**config.mk**
```make
export PLATFORM = sky130hd
export DESIGN_NAME = mmq_ctrl
export DESIGN_NICKNAME = d
export VERILOG_FILES = /design/src/rtl/core/assert_macros.svh /design/src/rtl/core/mmq_pkg.sv /design/src/rtl/core/mmq_ctrl.sv
export SDC_FILE = /design/constraint.sdc
export NUM_CORES = 1
export LEC_CHECK = 0
export BUFFER_PORTS_ARGS = -buffer_cell sky130_fd_sc_hd__buf_2
export CELL_PAD_IN_SITES_DETAIL_PLACEMENT = 1
export CELL_PAD_IN_SITES_GLOBAL_PLACEMENT = 1
export CORE_MARGIN = 5
export CORE_UTILIZATION = 25
export DETAILED_ROUTE_END_ITERATION = 6
export GPL_TIMING_DRIVEN = 0
export PLACE_DENSITY_LB_ADDON = 0.1
export SLEW_MARGIN = 10
export SYNTH_ARGS = -nofsm -noshare
export SYNTH_HDL_FRONTEND = slang
export SYNTH_SLANG_ARGS = --single-unit
```
**constraint.sdc**
```tcl
create_clock -name i_clk -period 1.01 [get_ports i_clk]
set_input_delay 0.101 -clock i_clk [delete_from_list [all_inputs] [get_ports i_clk]]
set_output_delay 0.101 -clock i_clk [all_outputs]
set_load 0.005 [all_outputs]
```
**src/rtl/core/assert_macros.svh**
```systemverilog
// Assertion macros shared by the min/max queue RTL.
// Needs i_clk, and for MMQ_ASSERT also i_rst_n, in the scope of each use.
`ifndef ASSERT_MACROS_SVH
`define ASSERT_MACROS_SVH

// check while out of reset
`define MMQ_ASSERT(lbl, prop, msg) \
    lbl: assert property (@(posedge i_clk) disable iff (!i_rst_n) prop) else $error(msg);

// check at every edge, reset included
`define MMQ_ASSERT_ALWAYS(lbl, prop, msg) \
    lbl: assert property (@(posedge i_clk) prop) else $error(msg);

`endif

```
**src/rtl/core/mmq_pkg.sv**
```systemverilog
// Types and constants of the min/max queue.
// No dependencies; used by mmq_ctrl, mmq_dp and min_max_queue_core.
package mmq_pkg;

    localparam int VALUE_W    = 16;
    localparam int TAG_W      = 16;
    localparam int COUNT_W    = 7;
    localparam int IN_DATA_W  = 32;
    localparam int OUT_DATA_W = 112;

    localparam logic CMD_PUSH = 1'b0;
    localparam logic CMD_POP  = 1'b1;

    typedef struct packed {
        logic signed [VALUE_W-1:0] value;
        logic        [TAG_W-1:0]   tag;
        logic signed [VALUE_W-1:0] hi;
        logic signed [VALUE_W-1:0] lo;
    } t_entry;

    typedef struct packed {
        logic load;
        logic reject;
        logic push_wr;
        logic pop_out;
        logic out_top_ld;
        logic move_start;
        logic move_rd;
        logic move_wr;
        logic move_end;
        logic emit;
    } t_dp_cmd;

    typedef struct packed {
        logic is_pop;
        logic empty;
        logic full;
        logic out_zero;
        logic in_one;
        logic idx_one;
    } t_dp_sts;

endpackage

```
**src/rtl/core/mmq_ctrl.sv**
```systemverilog
// Sequencer of the min/max queue: request handshake and command steps.
// Depends on mmq_pkg; drives mmq_dp through t_dp_cmd.
module mmq_ctrl
    import mmq_pkg::*;
(
    input  logic    i_clk,
    input  logic    i_rst_n,
    input  logic    i_s_tvalid,
    output logic    o_s_tready,
    output logic    o_m_tvalid,
    input  logic    i_m_tready,
    input  t_dp_sts i_sts,
    output t_dp_cmd o_cmd
);

    localparam logic [2:0] S_IDLE      = 3'd0;
    localparam logic [2:0] S_EXEC      = 3'd1;
    localparam logic [2:0] S_OUT_LD    = 3'd2;
    localparam logic [2:0] S_MOVE      = 3'd3;
    localparam logic [2:0] S_MOVE_LAST = 3'd4;
    localparam logic [2:0] S_EMIT      = 3'd5;

    logic [2:0] r_state;
    logic [2:0] n_state;
    logic       r_m_valid;
    logic       n_m_valid;

    always_comb begin
        n_state = r_state;
        o_cmd   = '0;
        case (r_state)
            S_IDLE: begin
                if (i_s_tvalid) begin
                    o_cmd.load = 1'b1;
                    n_state    = S_EXEC;
                end
            end
            S_EXEC: begin
                if (i_sts.is_pop) begin
                    if (i_sts.empty) begin
                        o_cmd.reject = 1'b1;
                        n_state      = S_EMIT;
                    end else if (!i_sts.out_zero) begin
                        o_cmd.pop_out = 1'b1;
                        n_state       = S_OUT_LD;
                    end else if (i_sts.in_one) begin
                        o_cmd.move_end = 1'b1;
                        n_state        = S_EMIT;
                    end else begin
                        o_cmd.move_start = 1'b1;
                        n_state          = S_MOVE;
                    end
                end else begin
                    if (i_sts.full) begin
                        o_cmd.reject = 1'b1;
                    end else begin
                        o_cmd.push_wr = 1'b1;
                    end
                    n_state = S_EMIT;
                end
            end
            S_OUT_LD: begin
                o_cmd.out_top_ld = 1'b1;
                n_state          = S_EMIT;
            end
            S_MOVE: begin
                o_cmd.move_rd = 1'b1;
                o_cmd.move_wr = 1'b1;
                if (i_sts.idx_one) begin
                    n_state = S_MOVE_LAST;
                end
            end
            S_MOVE_LAST: begin
                o_cmd.move_wr  = 1'b1;
                o_cmd.move_end = 1'b1;
                n_state        = S_EMIT;
            end
            S_EMIT: begin
                if (!r_m_valid || i_m_tready) begin
                    o_cmd.emit = 1'b1;
                    n_state    = S_IDLE;
                end
            end
            default: begin
                n_state = S_IDLE;
            end
        endcase
    end

    always_comb begin
        if (o_cmd.emit) begin
            n_m_valid = 1'b1;
        end else if (i_m_tready) begin
            n_m_valid = 1'b0;
        end else begin
            n_m_valid = r_m_valid;
        end
    end

    always_ff @(posedge i_clk) begin
        if (!i_rst_n) begin
            r_state   <= S_IDLE;
            r_m_valid <= 1'b0;
        end else begin
            r_state   <= n_state;
            r_m_valid <= n_m_valid;
        end
    end

    assign o_s_tready = (r_state == S_IDLE);
    assign o_m_tvalid = r_m_valid;

endmodule

```
Word level (Yosys, flattened, before mapping)

Cells that the tools add are included.
W data, S select, Z words.

Input port bits: 10
Output and inout port bits: 12
Logic and storage cells: 53
Flip-flop bits (word level): 4

Equal/unequal tests: 8
Reductions and logical operators: 7
Muxes and demuxes: 36

Operators with widths:

| operator             | count |
|---|---|
| $mux W1              | 26 |
| $mux W3              | 8 |
| $pmux W3 S5          | 1 |
| $eq A3 B2 Y1 const B | 2 |
| $eq A3 B3 Y1 const B | 2 |
| $ne A2 B2 Y1 const B | 3 |
| $reduce_or A2 Y1     | 2 |
| $eq A3 B1 Y1 const B | 1 |
| $logic_not A3 Y1     | 1 |
| $reduce_and A3 Y1    | 1 |
| $pmux W1 S2          | 1 |
| $reduce_bool A2 Y1   | 1 |
| $logic_not A1 Y1     | 1 |
| $logic_or A1 B1 Y1   | 1 |

Depth between registers and ports, before layout

Gate-level depths: netlist of run 1.

Depth after elaboration: 5
Mapped depth: 4
Gate-level depth less buffers: 3

Worst setup path before layout of run 1

Ideal clock, no wire load.

Kind: register -> register
Start point: register r_state[1]
End point: register r_state[2]
Slack: -0.077 ns
Buffers on the path: 1
Data required time: 0.888 ns
Setup time: 0.122 ns
Cell stages (with the launch flop): 5
Data arrival time: 0.966 ns
Clock period less this slack: 1.087 ns
Path through: dfxtp_1 > buf_6 > nand3b_2 > nor2_2 > o311a_1

Word-level cells in the longest chain between the ends: 3
Elaborated cells on any way between the ends: 12
Those cells by class: eq/ne: 8; mux: 1; reduce/logical: 3

RTL lines:

| element                                                                  | RTL line        | RTL |
|---|---|---|
| from (decl)                                                              | mmq_ctrl.sv:23  | `logic [2:0] r_state;` |
| from (signal assigned)                                                   | mmq_ctrl.sv:105 | `r_state <= n_state;` |
| $eq A3 B3 Y1, or another cell as far along                               | mmq_ctrl.sv:31  | `case (r_state)` |
| $reduce_or A2 Y1 (no source line) / $ne A2 B2 Y1 (equally long branches) | -               |  |
| $pmux W3 S5 / $reduce_and A3 Y1 (equally long branches)                  | -               |  |

Several ways; a longest one is shown, not always the timed one.
A chain may end at the register's enable or synchronous reset.

==> flow_summary.ini, run 1 <==
[status]
status = complete, but fails checks
violations = negative setup slack

[hold_path]
hp-class = primary input to register

[sta]
period_needed_ns = 1.39
hold_ws_ns = 0.129
setup_viol_count_final = 14
rsz0062_at_grt = yes
max_freq_ghz = 0.717
drv_slew = 0
fin_crit_sh = 1.38
tightest_slew_ns = 0.254
hold_viol = 0
relSlewSlack = 0.830
setup_tns_ns = -4.02
clock_skew_ns = 0.00431
fin_ws_ns = -0.384

[critical_path]
crit_required_ns = 0.91
r2r_slack_ns = -0.25
end_kind = primary output
path_class = register to primary output
critical_path_buf_inv_count = 2
path_max_fanout = 5
start_kind = register
max_stage_delay_ns = 0.39
slowest_stage = or3_4
crit_arrival_ns = 1.29
critPathTopFamily = simple AND/OR/NAND/NOR gates
path_cells = buf_6 -> or3_4 -> nor3_2 -> buf_2

[grt]
grt_pass1_wl_microns = 2130
grt_pass1_vias = 492
grt_max_degree = 7
grt.total_usage = 0.115
antenna_found_initial = 0
overflow = 0

[layout]
drive_above_1_share = 0.707
fin_nets = 94
diodes = 0
area_growth_pct = 90.3
fin_cells = 98
fillCellCount = 182

[power_and_ir_drop]
p_sw_uw = 317
seqPwrFrac = 0.217
internal_power_uw = 637
clkPwrFrac = 0.208
switching_share = 0.332
ir_drop_uv = 480
comb_power_share = 0.576
p_per_area_nw_per_um2 = 1300
p_leak_uw = 0.000379

[yosys]
synthMuxAreaShare = 0.0259
synth_top_cell_by_area = dfxtp_1
synth_xor_area_frac = 0
netlist_area_sq_um = 387
yosysUniqueCellTypes = 31
syn_inst = 46
synth_ff_type = dfxtp_1
synth_area_leaders = dfxtp_1 (21%), buf_6 (5.8%), o41ai_2 (4.2%)
synth_compound_area_frac = 0.239
synth_adder_area_share = 0
netlist.area_leader.share = 0.207
syn_nets = 56
ys_seq_area_frac = 0.207
ys_warn_count = 0
synth_top_family_by_area = simple AND/OR/NAND/NOR gates
ys_ff_latch = 4
synth-simple-area-share = 0.421
synth_edf_count = 0
syn_avg_cell_area_sq_um = 8.40
synth_async_sr_flop_share = 0

[floorplanning]
start_util = 0.260
rows = 14
die-width_microns = 49.3
io_pins = 22
coreArea_sq_um = 1490
die_h_microns = 49.3
dieArea_sq_um = 2430

[placed_design]
dp_slack_ns = -0.178
port-buffer-count = 21
dpl.cell_count = 83
place_congestion = 0.629
dp_hpwl_microns = 847

[route]
route.detailed.drc = 0
drt_iter0_markers = 0
viasPerCell = 4.85
drtAntennaViolNets = 0
firstDrtPassIters = 1
vias = 475
avgRoutedWirePerCell_microns = 13.3
wl_microns = 1300

[clocking]
clk_latency_ns = 0.24
clk_path_buf_depth = 2
clk_root_buffer_cell = clkbuf_4
cts_tree = done
cts_buffers = 3
htreeDepth = 1
clk_pin_slew_ns = 0.03
clock_sinks = 4

[job]
drv_cap = 0
==> power by group through the flow <==
| stage | combinational, uW | clock (uW) | sequential [uW] |
|---|---|---|---|
| 2_1_floorplan | 250 | 0 | 194 |
| 5_1_grt | 592 | 223 | 210 |
| 3_5_place_dp | 358 | 0 | 196 |
| 3_3_place_gp | 358 | 0 | 196 |
| 4_1_cts | 522 | 210 | 192 |
| 6_report | 549 | 198 | 207 |
==> Yosys cell counts, drive strengths merged (2+ instances only) <==
library cell,instances
buf,4
nor2,5
nand2,3
o21ai,2
nor3b,3
nor3,3
a211oi,2
dfxtp,4
nand2b,2
==> final timing paths <==
| check | startpoint | cells past startpoint | end |
|---|---|---|---|
| worst max-delay path | r_state[1] | 4 | o_cmd[7] |
| worst min-delay path | i_rst_n | 3 | r_state[1] |
| worst max register to register | r_state[1] | 5 | r_state[2] |
| worst min register to register | o_m_tvalid | 2 | o_m_tvalid |
==> final cells by class <==
cell class / count / area, sq um / area share
Buffer: 2 / 22.5 / 0.0306
Timing Repair Buffer: 35 / 244 / 0.332
Tap cell: 16 / 20.0 / 0.0272
Sequential cell: 4 / 85.1 / 0.116
Inverter: 1 / 6.26 / 0.00850
Multi-Input combinational cell: 37 / 335 / 0.456
Clock buffer: 3 / 22.5 / 0.0306
==> worst min-delay path: stages <==
cell and delay [ns]:
buf_2 0.13, o41ai_4 0.05, a211oi_1 0.04
==> flip-flops by register name, indices dropped and copies added, names as in the netlist <==
name / count
o_m_tvalid: 1
r_state: 3
==> logic make-up (layout without fill, tap and decap cells) <==
group	after synthesis	in the layout
buffers and inverters	5	41
and+or+nand+nor	25	25
AOI/OAI and AO/OA	11	11
DFF	4	4
muxes	1	1
==> cell usage in the layout (no fill, tap or decap), types with 2 or more instances in the layout <==
master    Yosys  layout
buf_2         0      20
buf_4         2       9
buf_6         2       7
nor2_1        4       3
clkbuf_4      0       3
nand2_2       0       2
o21ai_1       0       2
nor2_2        1       2
a211oi_1      2       2
dfxtp_1       4       2
==> stage by stage <==
stage	cell area, sq um	power, uW	util
after floorplan	417	444	-
after global placement	542	554	0.364
after detailed placement	542	555	0.364
after CTS	702	924	0.471
after global routing	736	1030	0.494
final	736	954	0.494
==> routing by layer <==
metal | vias up | part of all wire | global-route usage
met5 | - | 0 | 0
met4 | 0 | 0.030 | 0.0807
met3 | 6 | 0.053 | 0.0306
met2 | 20 | 0.44 | 0.176
met1 | 210 | 0.47 | 0.137
li1 | 239 | - | -
==> what timing repair did <==
| item | CTS | global route |
|---|---|---|
| hold buffers | 0 | 0 |
| pin swaps | 11 | 4 |
| buffers inserted | 12 | 2 |
| gates resized for setup | 11 | 7 |
| setup endpoints to repair | 14 | 15 |
Note: power is estimated with default switching activity, not from simulation.
==> inputs of run 2 (changes only) <==
--- a/config.mk
+++ b/config.mk
@@ -9,10 +9,11 @@
 export CELL_PAD_IN_SITES_DETAIL_PLACEMENT = 1
 export CELL_PAD_IN_SITES_GLOBAL_PLACEMENT = 1
 export CORE_MARGIN = 5
-export CORE_UTILIZATION = 25
+export CORE_UTILIZATION = 28
 export DETAILED_ROUTE_END_ITERATION = 6
 export GPL_TIMING_DRIVEN = 0
 export PLACE_DENSITY_LB_ADDON = 0.1
+export SETUP_SLACK_MARGIN = 0.1
 export SLEW_MARGIN = 10
 export SYNTH_ARGS = -nofsm -noshare
 export SYNTH_HDL_FRONTEND = slang
==> constraint.sdc (replaced) <==
create_clock -name i_clk -period 1.35 [get_ports i_clk]
set_input_delay 0.135 -clock i_clk [delete_from_list [all_inputs] [get_ports i_clk]]
set_output_delay 0.135 -clock i_clk [all_outputs]
set_load 0.005 [all_outputs]
==> flow_summary.ini, run 2 (synthesis gave the netlist of run 1 again) <==
[floorplanning]
coreArea_sq_um = 1300
io_pins = 22
die-width_microns = 47.2
die_h_microns = 47.2
rows = 13
start_util = 0.297
dieArea_sq_um = 2220

[sta]
hold_viol = 0
drv_slew = 0
fin_crit_sh = 1.07
rsz0062_at_grt = yes
clock_skew_ns = 0.00251
period_needed_ns = 1.45
setup_viol_count_final = 6
setup_tns_ns = -0.320
tightest_slew_ns = 0.243
max_freq_ghz = 0.692
fin_ws_ns = -0.0952
relSlewSlack = 0.838

[grt]
grt_max_degree = 7
grt.total_usage = 0.128
met1_usage = 0.148
antenna_found_initial = 0
top_usage_layer = met2
overflow = 0
grt_pass1_vias = 472
grt_pass1_wl_microns = 1930
grtUsageMet2 = 0.206
globalRouteMet3Util = 0.0575

[critical_path]
critical_path_buf_inv_count = 2
slowest_stage = or3_4
path_class = register to primary output
start_kind = register
end_kind = primary output
crit_required_ns = 1.22
max_stage_delay_ns = 0.39
crit_arrival_ns = 1.31
critPathTopFamily = simple AND/OR/NAND/NOR gates
r2r_slack_ns = 0.12
path_cells = buf_6 -> or3_4 -> nor3_2 -> buf_2
path_max_fanout = 6

[route]
firstDrtPassIters = 3
drt_iter0_markers = 2
route.detailed.drc = 0
viasPerCell = 5.07
drtAntennaViolNets = 0
vias = 466
avgRoutedWirePerCell_microns = 13.2
wl_microns = 1210

[power_and_ir_drop]
p_per_area_nw_per_um2 = 986
p_leak_uw = 0.000344
comb_power_share = 0.543
clkPwrFrac = 0.231
ir_drop_uv = 437
seqPwrFrac = 0.226
p_sw_uw = 217
switching_share = 0.333
internal_power_uw = 435

[clocking]
clock_sinks = 4
clk_pin_slew_ns = 0.03
ctsHoldBuffers = 0
clk_path_buf_depth = 2
cts_buffers = 3
clk_latency_ns = 0.24
clk_root_buffer_cell = clkbuf_4
htreeDepth = 1
cts_tree = done

[status]
status = complete, but fails checks
violations = negative setup slack

[layout]
drive_above_1_share = 0.636
multi_input_comb_area_sq_um = 309
largest_reg_flops = 3
most-common-layout-cells = buf_2 (20), buf_6 (9), nor2_1 (4)
fillCellCount = 162
seq_area_sq_um = 83.8
fin_nets = 89
top_register = r_state
design_area_sq_um = 662
fin_cells = 92
area_growth_pct = 71.2
final_common_cell = buf_2
diodes = 0

[placed_design]
dp_slack_ns = 0.0900
dp_hpwl_microns = 864
port-buffer-count = 21
placed_area_sq_um = 510
place_congestion = 0.637
dpl.cell_count = 82

[hold_path]
hp-class = primary input to register

[job]
drv_cap = 0
## run 2: path summary, 6_finish.rpt
kind / startpoint / end / depth (start not counted)
worst max-delay path: r_state[1] / o_cmd[7] / 4
worst min-delay path: i_rst_n / r_state[1] / 3
worst max register to register: r_state[0] / r_state[2] / 6
worst min register to register: o_m_tvalid / o_m_tvalid / 2
## run 2: layout make-up
class,count,share of cell area
buffer,3,0.0510
clock buffer,3,0.0340
inverter,1,0.00567
multi-input combinational,37,0.467
sequential,4,0.127
tap,15,0.0284
timing repair buffer,29,0.287
## run 2: stage by stage
| step | utilization | power (uW) | hold slack [ns] |
|---|---|---|---|
| final | 0.509 | 652 | 0.158 |
| after global routing | 0.509 | 702 | 0.162 |
| after CTS | 0.472 | 610 | 0.154 |
| after detailed placement | 0.392 | 392 | 0.409 |
| after global placement | 0.392 | 389 | 0.412 |
| after floorplan | - | 309 | 0.259 |
## run 2: worst min-delay path: stages
cell	delay, ns
buf_2	0.13
o41ai_4	0.05
a211oi_1	0.04
## run 2: repair_timing
item	4_1_cts	5_1_grt
gates resized for setup	10	9
pin swaps	4	7
buffers inserted	7	1
setup endpoints to repair	10	14
## run 2: per-layer routing
metal / wire length (microns) / vias up
li1: - / 231
met3: 88 / 2
met4: 14 / 0
met2: 599 / 18
met1: 509 / 215
met5: 0 / -
## run 2: power groups by stage
stage	Sequential, uW	Combinational [uW]	Clock [uW]
after global placement	143	246	0
after CTS	146	310	153
final	147	354	151
after global routing	150	384	168
after detailed placement	144	248	0
after floorplan	143	166	0
